File: config.mk
export PLATFORM = sky130hd
export DESIGN_NAME = frame_time_workload_governor_top_flat
export DESIGN_NICKNAME = d
export VERILOG_FILES = /design/src/rtl/core/fwgov_pkg.sv /design/src/rtl/core/fwgov_if.sv /design/src/rtl/core/frame_time_workload_governor_top.sv /design/src/rtl/core/fwgov_div.sv /design/src/rtl/core/fwgov_mul.sv /design/src/flat_wrapper.sv
export SDC_FILE = /design/constraint.sdc
export NUM_CORES = 1
export LEC_CHECK = 0
export BUFFER_PORTS_ARGS = -buffer_cell sky130_fd_sc_hd__buf_4
export CAP_MARGIN = 20
export CORE_ASPECT_RATIO = 1.25
export CORE_MARGIN = 8
export CORE_UTILIZATION = 56
export DETAILED_ROUTE_END_ITERATION = 6
export HOLD_SLACK_MARGIN = 0.12
export PLACE_DENSITY_LB_ADDON = 0.3
export SYNTH_ARGS = -nofsm -noshare
export SYNTH_HDL_FRONTEND = slang
export SYNTH_SLANG_ARGS = --single-unit
export TNS_END_PERCENT = 50
File: constraint.sdc
create_clock -name clk -period 6.24 [get_ports clk]
set_clock_uncertainty 0.15 [all_clocks]
set_input_delay 0.624 -clock clk [delete_from_list [all_inputs] [get_ports clk]]
set_output_delay 0.624 -clock clk [all_outputs]
set_load 0.01 [all_outputs]
File: src/rtl/core/fwgov_pkg.sv
// shared types and constants of the frame time workload governor
// no dependencies; compiled before the interfaces and modules

package fwgov_pkg;

	// q1.16 fixed point: factor and ratio carry 17 bits, one above the point
	localparam int FRAC_BITS   = 16;
	localparam int FACTOR_BITS = FRAC_BITS + 1;
	localparam int STEP_BITS   = 16;

	// one quotient or multiplier bit per cycle
	localparam int SERIAL_STEPS = FACTOR_BITS;
	localparam int CNT_BITS     = $clog2(SERIAL_STEPS);
	localparam logic [CNT_BITS-1:0] CNT_LAST = CNT_BITS'(SERIAL_STEPS - 1);

	// budgets below this are raised to it
	localparam int BUDGET_FLOOR_US = 1000;

	localparam int CFG_INDEX_BITS = 3;
	localparam int CFG_DATA_BITS  = 32;

	typedef enum logic [CFG_INDEX_BITS-1:0] {
		REG_FRAME_BUDGET   = 3'd0,
		REG_INCREASE_STEP  = 3'd1,
		REG_PRIMARY_MIN    = 3'd2,
		REG_SECONDARY_MIN  = 3'd3,
		REG_SECONDARY_RATIO = 3'd4,
		REG_PRIMARY_START  = 3'd5,
		REG_SECONDARY_START = 3'd6
	} cfg_reg_t;

	typedef enum logic [2:0] {
		ST_IDLE,
		ST_DIV,
		ST_MLOAD,
		ST_MUL,
		ST_FIN
	} state_t;

	typedef enum logic [1:0] {
		MODE_HOLD,
		MODE_INC,
		MODE_DEC
	} mode_t;

	// load / step strobes for a serial unit
	typedef struct packed {
		logic load;
		logic step;
	} serial_ctl_t;

endpackage

File: src/rtl/core/fwgov_if.sv
// channel interfaces of the frame time workload governor
// depends on fwgov_pkg for the configuration field widths

interface fwgov_frame_if #(parameter int TIME_BITS = 20) ();
	logic                 valid;
	logic                 ready;
	logic [TIME_BITS-1:0] frame_time_us;

	modport source(output valid, output frame_time_us, input ready);
	modport sink(input valid, input frame_time_us, output ready);
endinterface

interface fwgov_result_if #(parameter int COUNT_BITS = 24) ();
	logic                  valid;
	logic                  ready;
	logic [COUNT_BITS-1:0] primary_count;
	logic [COUNT_BITS-1:0] secondary_count;
	logic                  was_over_budget;

	modport source(output valid, output primary_count, output secondary_count,
		output was_over_budget, input ready);
	modport sink(input valid, input primary_count, input secondary_count,
		input was_over_budget, output ready);
endinterface

interface fwgov_cfg_if ();
	logic                                 valid;
	logic                                 ready;
	logic [fwgov_pkg::CFG_INDEX_BITS-1:0] index;
	logic [fwgov_pkg::CFG_DATA_BITS-1:0]  data;

	modport source(output valid, output index, output data, input ready);
	modport sink(input valid, input index, input data, output ready);
endinterface

File: src/rtl/core/frame_time_workload_governor_top.sv
// top level of the frame time workload governor
// depends on fwgov_pkg, fwgov_if, fwgov_div and fwgov_mul

// Usage:
// frame_in takes one measured frame time per transaction; result_out returns
// one transaction per frame with the updated primary and secondary counts and
// a flag that marks the decrease path. cfg writes the seven registers by index
// (0 budget, 1 step, 2 and 3 minima, 4 ratio, 5 and 6 start counts, which also
// load the running counts); cfg is always ready, other indexes are ignored.
// Steps from the frame_in transaction to the result:
//   zero frame time: commit only
//   under budget: the serial multiply steps, then the commit
//   at or over budget: the divider steps, a multiplier load, the multiply
//   steps and the commit, carried out by the bit-serial divider and the shared
//   two-lane multiplier
// One frame is processed at a time; frame_in is ready again the cycle after a
// result is written to the output register, so the next frame is taken while
// that result still waits.
// If the receiver stalls and the next result is done, the block holds it
// internally until the output register frees up.
// Reset loads the register defaults (budget 30000, step 1, minima 50 and 10,
// ratio 6554) and counts 1000 and 100, and clears all handshakes.

module frame_time_workload_governor_top #(
	parameter int COUNT_BITS = 24,
	parameter int TIME_BITS  = 20
) (
	input logic          clk,
	input logic          arst_n,
	fwgov_frame_if.sink   frame_in,
	fwgov_result_if.source result_out,
	fwgov_cfg_if.sink     cfg
);
	import fwgov_pkg::*;

	localparam int SUM_BITS = ((COUNT_BITS > STEP_BITS) ? COUNT_BITS : STEP_BITS) + 1;

	// register file
	logic [TIME_BITS-1:0]   budget_q;
	logic [STEP_BITS-1:0]   step_q;
	logic [COUNT_BITS-1:0]  pmin_q;
	logic [COUNT_BITS-1:0]  smin_q;
	logic [FACTOR_BITS-1:0] ratio_q;

	// running counts
	logic [COUNT_BITS-1:0]  primary_rays_q;
	logic [COUNT_BITS-1:0]  secondary_rays_q;

	// control
	state_t                 state_q, state_d;
	mode_t                  mode_q;
	logic [CNT_BITS-1:0]    cnt_q;
	logic                   in_fire;
	logic                   cfg_fire;
	logic                   commit;
	serial_ctl_t            div_ctl, mul_ctl;

	// output register
	logic                   out_valid_q;
	logic [COUNT_BITS-1:0]  out_primary_q;
	logic [COUNT_BITS-1:0]  out_secondary_q;
	logic                   out_over_q;
	logic                   out_free;

	// datapath
	logic [TIME_BITS-1:0]   budget_eff;
	logic                   time_zero;
	logic                   under_budget;
	logic [SUM_BITS-1:0]    inc_sum;
	logic [COUNT_BITS-1:0]  primary_inc;
	logic [FACTOR_BITS-1:0] quotient;
	logic [FACTOR_BITS-1:0] mul_factor;
	logic [COUNT_BITS-1:0]  mul_a;
	logic [COUNT_BITS:0]    prod_a, prod_b;
	logic [COUNT_BITS-1:0]  sat_a, sat_b;
	logic [COUNT_BITS-1:0]  next_primary, next_secondary;

	// ---------------------------------------------------------------- handshakes
	assign in_fire    = frame_in.valid && frame_in.ready;
	assign cfg_fire   = cfg.valid && cfg.ready;
	assign cfg.ready  = 1'b1;
	assign out_free   = !out_valid_q || result_out.ready;

	// ---------------------------------------------------------------- input decode
	assign budget_eff   = (budget_q < TIME_BITS'(BUDGET_FLOOR_US)) ?
		TIME_BITS'(BUDGET_FLOOR_US) : budget_q;
	assign time_zero    = frame_in.frame_time_us == '0;
	assign under_budget = frame_in.frame_time_us < budget_eff;

	// additive increase with saturation at the count maximum
	assign inc_sum     = SUM_BITS'(primary_rays_q) + SUM_BITS'(step_q);
	assign primary_inc = (inc_sum[SUM_BITS-1:COUNT_BITS] != '0) ?
		{COUNT_BITS{1'b1}} : inc_sum[COUNT_BITS-1:0];

	// ---------------------------------------------------------------- serial units
	// divider runs only on the decrease path; its quotient is the scale factor
	fwgov_div #(.TIME_BITS(TIME_BITS)) u_div (
		.clk      (clk),
		.arst_n   (arst_n),
		.ctl      (div_ctl),
		.dividend (budget_eff),
		.divisor  (frame_in.frame_time_us),
		.quotient (quotient)
	);

	// multiplier is loaded from idle with the ratio on the increase path,
	// otherwise with the quotient after the divide
	assign mul_factor = (state_q == ST_IDLE) ? ratio_q : quotient;
	assign mul_a      = (state_q == ST_IDLE) ? primary_inc : primary_rays_q;

	fwgov_mul #(.COUNT_BITS(COUNT_BITS)) u_mul (
		.clk     (clk),
		.arst_n  (arst_n),
		.ctl     (mul_ctl),
		.factor  (mul_factor),
		.mcand_a (mul_a),
		.mcand_b (secondary_rays_q),
		.prod_a  (prod_a),
		.prod_b  (prod_b)
	);

	// ---------------------------------------------------------------- result select
	assign sat_a = prod_a[COUNT_BITS] ? {COUNT_BITS{1'b1}} : prod_a[COUNT_BITS-1:0];
	assign sat_b = prod_b[COUNT_BITS] ? {COUNT_BITS{1'b1}} : prod_b[COUNT_BITS-1:0];

	always_comb begin
		next_primary   = primary_rays_q;
		next_secondary = secondary_rays_q;
		case (mode_q)
			MODE_INC: begin
				// primary already holds the increased count, lane a its product
				next_secondary = sat_a;
			end
			MODE_DEC: begin
				next_primary   = (sat_a < pmin_q) ? pmin_q : sat_a;
				next_secondary = (sat_b < smin_q) ? smin_q : sat_b;
			end
			default: begin
				next_primary   = primary_rays_q;
				next_secondary = secondary_rays_q;
			end
		endcase
	end

	// ---------------------------------------------------------------- state machine
	always_comb begin
		state_d = state_q;
		unique case (state_q)
			ST_IDLE: begin
				if (in_fire) begin
					if (time_zero) begin
						state_d = ST_FIN;
					end else if (under_budget) begin
						state_d = ST_MUL;
					end else begin
						state_d = ST_DIV;
					end
				end
			end
			ST_DIV: begin
				if (cnt_q == CNT_LAST) begin
					state_d = ST_MLOAD;
				end
			end
			ST_MLOAD: begin
				state_d = ST_MUL;
			end
			ST_MUL: begin
				if (cnt_q == CNT_LAST) begin
					state_d = ST_FIN;
				end
			end
			ST_FIN: begin
				if (out_free) begin
					state_d = ST_IDLE;
				end
			end
			default: begin
				state_d = ST_IDLE;
			end
		endcase
	end

	always_comb begin
		frame_in.ready = 1'b0;
		div_ctl        = '0;
		mul_ctl        = '0;
		commit         = 1'b0;
		unique case (state_q)
			ST_IDLE: begin
				frame_in.ready = 1'b1;
				div_ctl.load   = in_fire && !time_zero && !under_budget;
				mul_ctl.load   = in_fire && !time_zero && under_budget;
			end
			ST_DIV: begin
				div_ctl.step = 1'b1;
			end
			ST_MLOAD: begin
				mul_ctl.load = 1'b1;
			end
			ST_MUL: begin
				mul_ctl.step = 1'b1;
			end
			ST_FIN: begin
				commit = out_free;
			end
			default: begin
				commit = 1'b0;
			end
		endcase
	end

	always_ff @(posedge clk or negedge arst_n) begin
		if (!arst_n) begin
			state_q <= ST_IDLE;
			cnt_q   <= '0;
			mode_q  <= MODE_HOLD;
		end else begin
			state_q <= state_d;
			// step counter shared by divide and multiply phases
			if ((state_q == ST_DIV || state_q == ST_MUL) && cnt_q != CNT_LAST) begin
				cnt_q <= cnt_q + 1'b1;
			end else begin
				cnt_q <= '0;
			end
			if (in_fire) begin
				if (time_zero) begin
					mode_q <= MODE_HOLD;
				end else if (under_budget) begin
					mode_q <= MODE_INC;
				end else begin
					mode_q <= MODE_DEC;
				end
			end
		end
	end

	// ---------------------------------------------------------------- registers and counts
	always_ff @(posedge clk or negedge arst_n) begin
		if (!arst_n) begin
			budget_q         <= TIME_BITS'(30000);
			step_q           <= STEP_BITS'(1);
			pmin_q           <= COUNT_BITS'(50);
			smin_q           <= COUNT_BITS'(10);
			ratio_q          <= FACTOR_BITS'(6554);
			primary_rays_q   <= COUNT_BITS'(1000);
			secondary_rays_q <= COUNT_BITS'(100);
		end else begin
			if (cfg_fire) begin
				unique case (cfg_reg_t'(cfg.index))
					REG_FRAME_BUDGET:    budget_q <= cfg.data[TIME_BITS-1:0];
					REG_INCREASE_STEP:   step_q   <= cfg.data[STEP_BITS-1:0];
					REG_PRIMARY_MIN:     pmin_q   <= cfg.data[COUNT_BITS-1:0];
					REG_SECONDARY_MIN:   smin_q   <= cfg.data[COUNT_BITS-1:0];
					REG_SECONDARY_RATIO: ratio_q  <= cfg.data[FACTOR_BITS-1:0];
					REG_PRIMARY_START:   primary_rays_q   <= cfg.data[COUNT_BITS-1:0];
					REG_SECONDARY_START: secondary_rays_q <= cfg.data[COUNT_BITS-1:0];
					default: begin
					end
				endcase
			end else if (in_fire && !time_zero && under_budget) begin
				primary_rays_q <= primary_inc;
			end else if (commit) begin
				primary_rays_q   <= next_primary;
				secondary_rays_q <= next_secondary;
			end
		end
	end

	// ---------------------------------------------------------------- output register
	always_ff @(posedge clk or negedge arst_n) begin
		if (!arst_n) begin
			out_valid_q <= 1'b0;
		end else if (commit) begin
			out_valid_q <= 1'b1;
		end else if (result_out.ready) begin
			out_valid_q <= 1'b0;
		end
	end

	always_ff @(posedge clk) begin
		if (commit) begin
			out_primary_q   <= next_primary;
			out_secondary_q <= next_secondary;
			out_over_q      <= mode_q == MODE_DEC;
		end
	end

	assign result_out.valid           = out_valid_q;
	assign result_out.primary_count   = out_primary_q;
	assign result_out.secondary_count = out_secondary_q;
	assign result_out.was_over_budget = out_over_q;

endmodule

File: src/rtl/core/fwgov_div.sv
// bit-serial restoring divider: floor(budget * 2^16 / time) for budget <= time
// depends on fwgov_pkg

module fwgov_div #(
	parameter int TIME_BITS = 20
) (
	input  logic                                clk,
	input  logic                                arst_n,
	input  fwgov_pkg::serial_ctl_t              ctl,
	input  logic [TIME_BITS-1:0]                dividend,
	input  logic [TIME_BITS-1:0]                divisor,
	output logic [fwgov_pkg::FACTOR_BITS-1:0]   quotient
);
	import fwgov_pkg::*;

	logic [TIME_BITS:0]     rem_q;
	logic [TIME_BITS-1:0]   dvs_q;
	logic [FACTOR_BITS-1:0] quo_q;
	logic                   ge;
	logic [TIME_BITS:0]     diff;

	// remainder stays below twice the divisor
	assign ge   = rem_q >= {1'b0, dvs_q};
	assign diff = ge ? (rem_q - {1'b0, dvs_q}) : rem_q;

	always_ff @(posedge clk or negedge arst_n) begin
		if (!arst_n) begin
			quo_q <= '0;
		end else if (ctl.load) begin
			quo_q <= '0;
		end else if (ctl.step) begin
			quo_q <= {quo_q[FACTOR_BITS-2:0], ge};
		end
	end

	always_ff @(posedge clk) begin
		if (ctl.load) begin
			rem_q <= {1'b0, dividend};
			dvs_q <= divisor;
		end else if (ctl.step) begin
			rem_q <= {diff[TIME_BITS-1:0], 1'b0};
		end
	end

	assign quotient = quo_q;

endmodule

File: src/rtl/core/fwgov_mul.sv
// two-lane bit-serial shift-add multiplier, one factor bit per cycle, lsb first
// gives (count * factor) >> 16 per lane; depends on fwgov_pkg

module fwgov_mul #(
	parameter int COUNT_BITS = 24
) (
	input  logic                              clk,
	input  logic                              arst_n,
	input  fwgov_pkg::serial_ctl_t            ctl,
	input  logic [fwgov_pkg::FACTOR_BITS-1:0] factor,
	input  logic [COUNT_BITS-1:0]             mcand_a,
	input  logic [COUNT_BITS-1:0]             mcand_b,
	output logic [COUNT_BITS:0]               prod_a,
	output logic [COUNT_BITS:0]               prod_b
);
	import fwgov_pkg::*;

	logic [FACTOR_BITS-1:0] fac_q;
	logic [COUNT_BITS-1:0]  mcand_q [2];
	logic [COUNT_BITS-1:0]  hi_q [2];
	logic                   last_q [2];
	logic [COUNT_BITS:0]    sum [2];

	always_comb begin
		for (int i = 0; i < 2; i++) begin
			sum[i] = {1'b0, hi_q[i]} + (fac_q[0] ? {1'b0, mcand_q[i]} : '0);
		end
	end

	always_ff @(posedge clk or negedge arst_n) begin
		if (!arst_n) begin
			fac_q <= '0;
		end else if (ctl.load) begin
			fac_q <= factor;
		end else if (ctl.step) begin
			fac_q <= fac_q >> 1;
		end
	end

	always_ff @(posedge clk) begin
		if (ctl.load) begin
			mcand_q[0] <= mcand_a;
			mcand_q[1] <= mcand_b;
			for (int i = 0; i < 2; i++) begin
				hi_q[i]   <= '0;
				last_q[i] <= 1'b0;
			end
		end else if (ctl.step) begin
			for (int i = 0; i < 2; i++) begin
				hi_q[i]   <= sum[i][COUNT_BITS:1];
				last_q[i] <= sum[i][0];
			end
		end
	end

	// after all factor bits the last bit shifted out is product bit 16
	assign prod_a = {hi_q[0], last_q[0]};
	assign prod_b = {hi_q[1], last_q[1]};

endmodule
File: src/flat_wrapper.sv
// flat-port wrapper written by rule: the top's interface ports become plain ports
module frame_time_workload_governor_top_flat import fwgov_pkg::*;
#(
	parameter int COUNT_BITS = 24,
	parameter int TIME_BITS  = 20
)
  (clk, arst_n, frame_in_valid, frame_in_frame_time_us, frame_in_ready, result_out_valid, result_out_primary_count, result_out_secondary_count, result_out_was_over_budget, result_out_ready, cfg_valid, cfg_index, cfg_data, cfg_ready);
  fwgov_frame_if #(.TIME_BITS(TIME_BITS)) frame_in_i ();
  fwgov_result_if #(.COUNT_BITS(COUNT_BITS)) result_out_i ();
  fwgov_cfg_if cfg_i ();
  input logic clk;
  input logic arst_n;
  input wire logic [$bits(frame_in_i.valid)-1:0] frame_in_valid;
  input wire logic [$bits(frame_in_i.frame_time_us)-1:0] frame_in_frame_time_us;
  output wire logic [$bits(frame_in_i.ready)-1:0] frame_in_ready;
  output wire logic [$bits(result_out_i.valid)-1:0] result_out_valid;
  output wire logic [$bits(result_out_i.primary_count)-1:0] result_out_primary_count;
  output wire logic [$bits(result_out_i.secondary_count)-1:0] result_out_secondary_count;
  output wire logic [$bits(result_out_i.was_over_budget)-1:0] result_out_was_over_budget;
  input wire logic [$bits(result_out_i.ready)-1:0] result_out_ready;
  input wire logic [$bits(cfg_i.valid)-1:0] cfg_valid;
  input wire logic [$bits(cfg_i.index)-1:0] cfg_index;
  input wire logic [$bits(cfg_i.data)-1:0] cfg_data;
  output wire logic [$bits(cfg_i.ready)-1:0] cfg_ready;
  assign frame_in_i.valid = frame_in_valid;
  assign frame_in_i.frame_time_us = frame_in_frame_time_us;
  assign frame_in_ready = frame_in_i.ready;
  assign result_out_valid = result_out_i.valid;
  assign result_out_primary_count = result_out_i.primary_count;
  assign result_out_secondary_count = result_out_i.secondary_count;
  assign result_out_was_over_budget = result_out_i.was_over_budget;
  assign result_out_i.ready = result_out_ready;
  assign cfg_i.valid = cfg_valid;
  assign cfg_i.index = cfg_index;
  assign cfg_i.data = cfg_data;
  assign cfg_ready = cfg_i.ready;
  frame_time_workload_governor_top #(.COUNT_BITS(COUNT_BITS), .TIME_BITS(TIME_BITS)) u_core (.clk(clk), .arst_n(arst_n), .frame_in(frame_in_i), .result_out(result_out_i), .cfg(cfg_i));
endmodule
; ---- Word level (Yosys, flattened, before mapping)
; Memory sizes are Yosys's and may differ from the RTL's.
; Cells that the tools add are included.
[word_totals]
mem_count = 3
elab_cells = 137
regBits = 284
inputBits = 60
mem_bits_rw = 98
out_inout_bits = 52
[mem_list]
columns = memory, words, word_bits, rd, rd_clocked_by_memory_dff, wr, line
row1 = u_core.u_mul.hi_q, 2, 24, 2, 0, 2, fwgov_mul.sv:20  ; logic [COUNT_BITS-1:0] hi_q [2];
row2 = u_core.u_mul.mcand_q, 2, 24, 2, 0, 2, fwgov_mul.sv:19  ; logic [COUNT_BITS-1:0] mcand_q [2];
row3 = u_core.u_mul.last_q, 2, 1, 2, 0, 2, fwgov_mul.sv:21  ; logic last_q [2];
[classes]
muxes = 54
addsub = 5
n_eq_ne = 21
magnitude_cmp = 5
n_bitwise = 4
reduce_logical = 26
[op_table]
columns = op, n
row1 = 24-bit 2-to-1 mux, 19
row2 = 17-bit 2-to-1 mux, 5
row3 = 20-bit 2-to-1 mux, 4
row4 = 24-bit by 24-bit adder with 25-bit output, 2
row5 = 24-bit less-than comparator, 2
row6 = 24-bit one-hot mux with 2 select lines, 1
row7 = 24-bit by 16-bit adder with 25-bit output, 1
row8 = 21-bit by 20-bit >= comparator with 1-bit output, 1
row9 = 20-bit logical NOT, 1
row10 = 20-bit by 10-bit less-than comparator with 1-bit output (second input constant), 1
row11 = 20-bit less-than comparator, 1
row12 = 20-bit subtractor, 1
row13 = 3-bit 2-to-1 mux, 5
row14 = 3-bit one-hot mux with 5 select lines, 1
row15 = 1-bit 2-to-1 mux, 14
row16 = 3-bit by 2-bit == test with 1-bit output (second input constant), 4
row17 = 3-bit == test (second input constant), 4
row18 = 2-bit by 1-bit inequality test with 1-bit output (second input constant), 6
row19 = 2-bit AND reduction, 6
row20 = 2-bit nonzero test, 4
row21 = 3-bit by 1-bit == test with 1-bit output (second input constant), 2
row22 = 3-bit logical NOT, 2
row23 = 2-bit 2-to-1 mux, 3
row24 = 5-bit by 1-bit adder with 5-bit output (second input constant), 1
row25 = other kinds (14), 24

; ---- Logic depth before layout (Yosys ltp)
[depth]
ltp_word = 9
mapped_depth = 17
ltp_nobuf = 14

; ---- Cells and area by module
; From an unflattened synthesis, not the netlist that was laid out.
[unflattened]
cells_unflattened = 2422
area_unflattened_um2 = 23846.6
[modules_own_cells]
columns = mod, n_inst, area_each_um2, cells_per_inst, seq_area_each_um2
row1 = frame_time_workload_governor_top, 1, 13406.6, 1427, 5511.5
row2 = fwgov_mul, 1, 6882.9, 655, 3368.2
row3 = fwgov_div, 1, 3557.2, 340, 1646.6

; ---- Worst setup path after synthesis
; Ideal clock, no wire load.
[synth_timing]
kind = register to register
startpoint = register u_core.budget_q[15]
endpoint = memory u_core.u_mul.hi_q[0][0], enable pin
stages_incl_launch_ff = 18
path_slack_ns = 0.434
path_buffers = 3
t_required_ns = 5.686
synth_period_minus_slack_ns = 5.806
setup_time_ns = 0.404
arrival_time_ns = 5.252
cell_sequence = dfrtp_1 > nor4_1 > nand3_1 > nor2_1 > clkbuf_1 > nor2_1 > ha_1 > a21oi_1 > a21boi_0 > o221a_2 > nor3_1 > and3_4 > buf_4 > o21ai_4 > inv_1 > nor2_2 > buf_2 > inv_1
[synth_lines]
columns = element, line
row1 = "start, declared", frame_time_workload_governor_top.sv:39  ; logic [TIME_BITS-1:0] budget_q;
row2 = "start signal, assigned", frame_time_workload_governor_top.sv:251  ; REG_FRAME_BUDGET: budget_q <= cfg.data[TIME_BITS-1:0];
row3 = "end, declared", fwgov_mul.sv:20

; ---- Final worst setup path
[layout_timing]
startpoint = register u_core.budget_q[18]
endpoint = register u_core.primary_rays_q[2]
[layout_via]
elab_chain_len = 6
elab_cells_between_ends = 8
cone_classes = 2 x order compare / 3 x mux / 3 x reduce/logical
[layout_lines]
columns = element, line
row1 = 20-bit by 10-bit less-than comparator with 1-bit output, frame_time_workload_governor_top.sv:85  ; assign budget_eff = (budget_q < TIME_BITS'(BUDGET_FLOOR_US)) ?
row2 = 20-bit 2-to-1 mux *, frame_time_workload_governor_top.sv:85
row3 = 20-bit less-than comparator *, frame_time_workload_governor_top.sv:88  ; assign under_budget = frame_in.frame_time_us < budget_eff;
row4 = 1-bit logical AND *, frame_time_workload_governor_top.sv:261  ; end else if (in_fire && !time_zero && under_budget) begin
row5 = 3-bit nonzero test (no line) / 24-bit 2-to-1 mux (equally long branches), --
row6 = 2-bit AND reduction (no line) / 24-bit 2-to-1 mux (equally long branches), --
row7 = "end signal, assigned", frame_time_workload_governor_top.sv:256  ; REG_PRIMARY_START: primary_rays_q <= cfg.data[COUNT_BITS-1:0];
row8 = "end signal, assigned", frame_time_workload_governor_top.sv:262  ; primary_rays_q <= primary_inc;
row9 = "end signal, assigned", frame_time_workload_governor_top.sv:264  ; primary_rays_q <= next_primary;
row10 = "end, declared", frame_time_workload_governor_top.sv:46  ; logic [COUNT_BITS-1:0] primary_rays_q;
; Every way passes the cells marked *; elsewhere a longest branch is shown, timed or not.
; A chain may end at the register's enable or synchronous reset.

==> reports/results.txt <==
Final WS setup: 1110 ps
Final nets: 2535
Synth Instances: 2238
count leader, synth: nand2_1
Buf+Inv Stages, Crit Path: 0
Setup-failing EPs final: 0
Starting Density: 0.563
CP Data Required Time: 6520 ps
Worst path slowest cell: and3_1
Die Ht: 240 µm
Vias per Instance: 6.35
Worst path most repeated cell: nor2_1
grt total ovfl: 0
crit end category: flop
worst slew pin tran: 1120 ps
Psw: 5.84 mW
Final ANT Viol Nets: 0
crit path launch type: flop
Tot GR Track Use: 0.263
Place WS: 1190 ps
HP Class: in -> reg
first-pass GRT wire length: 97600 µm
critical path class: reg -> reg
maxcap violations: 0
maximum vdd drop: 302 µV
share of cells above drive strength 1: 0.172
row count: 82
Routability Congestion: 0.952
net count after synthesis: 2455
die area: 46700 µm²
DRT iter0 DRCs: 1616
pwr dens: 555 nW/µm²
Max-slew headroom: 0.254
Post-synth top cells: nand2_1, a21oi_1, edfxtp_1, dfrtp_1, ha_1
total vias in the final route: 18100
largest net degree at the start of global routing: 71
maximum root-to-sink buffer count: 3
Seq pwr share: 0.318
Hold Violations, Final: 0
setup TNS: 0 ps
Distinct cells, synth: 82
pins over their slew limit: 0
WP data arrival: 5410 ps
Ys Warns: 0
Avg Synthesized Cell Area: 10.0 µm²
fin crit period: 5130 ps
Final period util: 0.822
clock network power share: 0.187
final core utilization: 0.634
H-Tree Depth: 2
Residual DRC: 0
Synth Flop Type: edfxtp_1
sw frac: 0.417
synthesis-stage register bit count: 382
Total Routed Length: 62900 µm
worst-skew pair later-pin latency: 550 ps
CP top delay family: simple AND/OR/NAND/NOR gates
async set-reset flop share out of synthesis: 0.508
largest cells by area after synthesis: edfxtp_1, dfrtp_1, ha_1
CTS resizes: 0
area leader, netlist: edfxtp_1
CTS tree: built
Seq/Total Area, Yosys: 0.470
wire length per cell: 22.0 µm
Final HPWL DP: 43900 µm
clock root cell: clkbuf_16
vias in the first global route: 17800
Cell Area, Synth: 22400 µm²
CP peak stage delay: 710 ps
f_max: 195 MHz
Clock Pin Slew Worst Setup and Hold Paths: 60 ps
P&R area growth vs syn: 12.6%
status: completed
DIE WIDTH: 195 µm
Post-CTS Setup Bufs: 0
TritonCTS Buffers: 41
Max Fanout on Critical Path: 15
leakage: 10.8 nW
Int Power: 8.16 mW
Gate power share: 0.495
hold-fix buffers at CTS: 6
Post-synth EDFFs: 187
clock sinks: 382
PortBufs: 102
drt pass-1 iters: 6
initial antenna violation count: 2
post-synth top area share: 0.251
RSZ-0062 raised after global routing: no
I/O pin count: 112
core area: 39800 µm²
crit-path cells: nor4_1 -> nand3_1 -> nor2_1 -> nor2_1 -> ha_1 -> a21oi_1 -> a21boi_0 -> o221a_2 -> nor3_1 -> and3_4 -> o31a_1 -> and3_1 -> a222oi_1 -> o21ai_0
-- cells by family after synthesis --
logic type | Yosys count | share of synthesized area
flops | 382 | 0.470
buf+inv | 241 | 0.0414
mux | 118 | 0.0582
other cells | 1 | 0.000167
xor+xnor | 47 | 0.0184
compound gates | 653 | 0.186
simple gates | 639 | 0.137
fa+ha+maj | 157 | 0.0890
-- worst reg2reg max path: cells and delay by family, from the launching register on --
kind                     cells  cell delay, ps
flip-flops                   1             400
adder cells (fa/ha/maj)      1             340
AND/OR/NAND/NOR              7            2740
AO/OA/AOI/OAI                6            1380
-- layout by cell type, fill, tap and decap left out, drive strengths merged, types with 8 or more instances in the layout --
master  Yosys  final
o22ai      32     32
nor2      141    141
a221o      17     17
a21o       59     59
a222oi     13     13
clkbuf     90     61
a311oi     27     27
a211oi     23     23
nand2     211    211
nand2b     22     22
nor4       11     11
nor2b      16     16
xor2       19     19
dfstp      29     29
mux2i      19     19
o21a       26     26
inv       138    140
and2       52     52
ha        153    153
nand3      31     31
o211ai      8      8
and3       20     20
a31oi      22     22
or2        51     51
o21ai     158    158
edfxtp    187    187
xnor2      28     28
or3         8      8
buf        13    133
a21oi     200    200
nand4      16     16
nor3       42     42
mux2       99     99
dfrtp     165    165
-- power groups by stage --
stage	clock network (mW)	logic (mW)	registers, mW
2_1_floorplan	0	5.02	4.24
5_1_grt	2.73	7.63	4.54
6_report	2.61	6.94	4.45
3_5_place_dp	0	6.76	4.47
4_1_cts	2.64	6.83	4.44
3_3_place_gp	0	6.52	4.43
-- per-stage QoR --
stage / area [µm²] / power, mW / hold WS (ps) / std cells
final: 25200 / 14.0 / 134 / 2856
after CTS: 25200 / 13.9 / 121 / 2854
after floorplan: 22400 / 9.26 / 178 / 2238
after global routing: 25200 / 14.9 / 124 / 2855
after global placement: 23700 / 11.0 / 306 / 2770
after detailed placement: 23700 / 11.2 / 308 / 2772
-- layer usage --
layer | vias up | GRT usage | wire length (µm)
li1 | 8356 | - | -
met1 | 8884 | 0.339 | 26100
met2 | 749 | 0.432 | 29400
met3 | 131 | 0.0462 | 4760
met4 | 6 | 0.114 | 2520
met5 | - | 0 | 36
-- sequential cells by signal, indices dropped and copies added (netlist names), 20 cells and up --
| signal | cells |
|---|---|
| u_core.u_mul.mcand_q | 48 |
| u_core.pmin_q | 24 |
| u_core.u_div.rem_q | 21 |
| u_core.result_out.primary_count | 24 |
| u_core.smin_q | 24 |
| u_core.u_mul.hi_q | 48 |
| u_core.budget_q | 20 |
| u_core.primary_rays_q | 24 |
| u_core.u_div.dvs_q | 20 |
| u_core.result_out.secondary_count | 24 |
| u_core.secondary_rays_q | 24 |
-- cell type report --
type                            count  area (µm²)
Clock buffer                       60        1200
Clock inverter                     16         240
Fill cell                        3193       14600
Timing Repair Buffer              140        1110
Antenna cell                        1        2.50
Multi-Input combinational cell   1615       11000
Sequential cell                   382       10500
Inverter                          138         518
Tap cell                          504         631
-- final timing paths --
path	cells after the start	slack [ps]	end	startpoint
max in group asynchronous	3	4140	u_core.secondary_rays_q[12]$_DFFE_PN0P_	arst_n
hold / removal	1	130	u_core.u_div.dvs_q[15]$_DFFE_PP_	frame_in_frame_time_us[15]
min in group asynchronous	2	440	u_core.ratio_q[14]$_DFFE_PN0P_	arst_n
setup / recovery	14	1110	u_core.primary_rays_q[2]$_DFFE_PN0P_	u_core.budget_q[18]$_DFFE_PN0P_
setup reg to reg	14	1110	u_core.primary_rays_q[2]$_DFFE_PN0P_	u_core.budget_q[18]$_DFFE_PN0P_
hold reg to reg	0	330	u_core.u_mul.mcand_q[0][37]$_DFFE_PP_	u_core.secondary_rays_q[13]$_DFFE_PN0P_
Note: power is estimated with default switching activity, not from simulation.
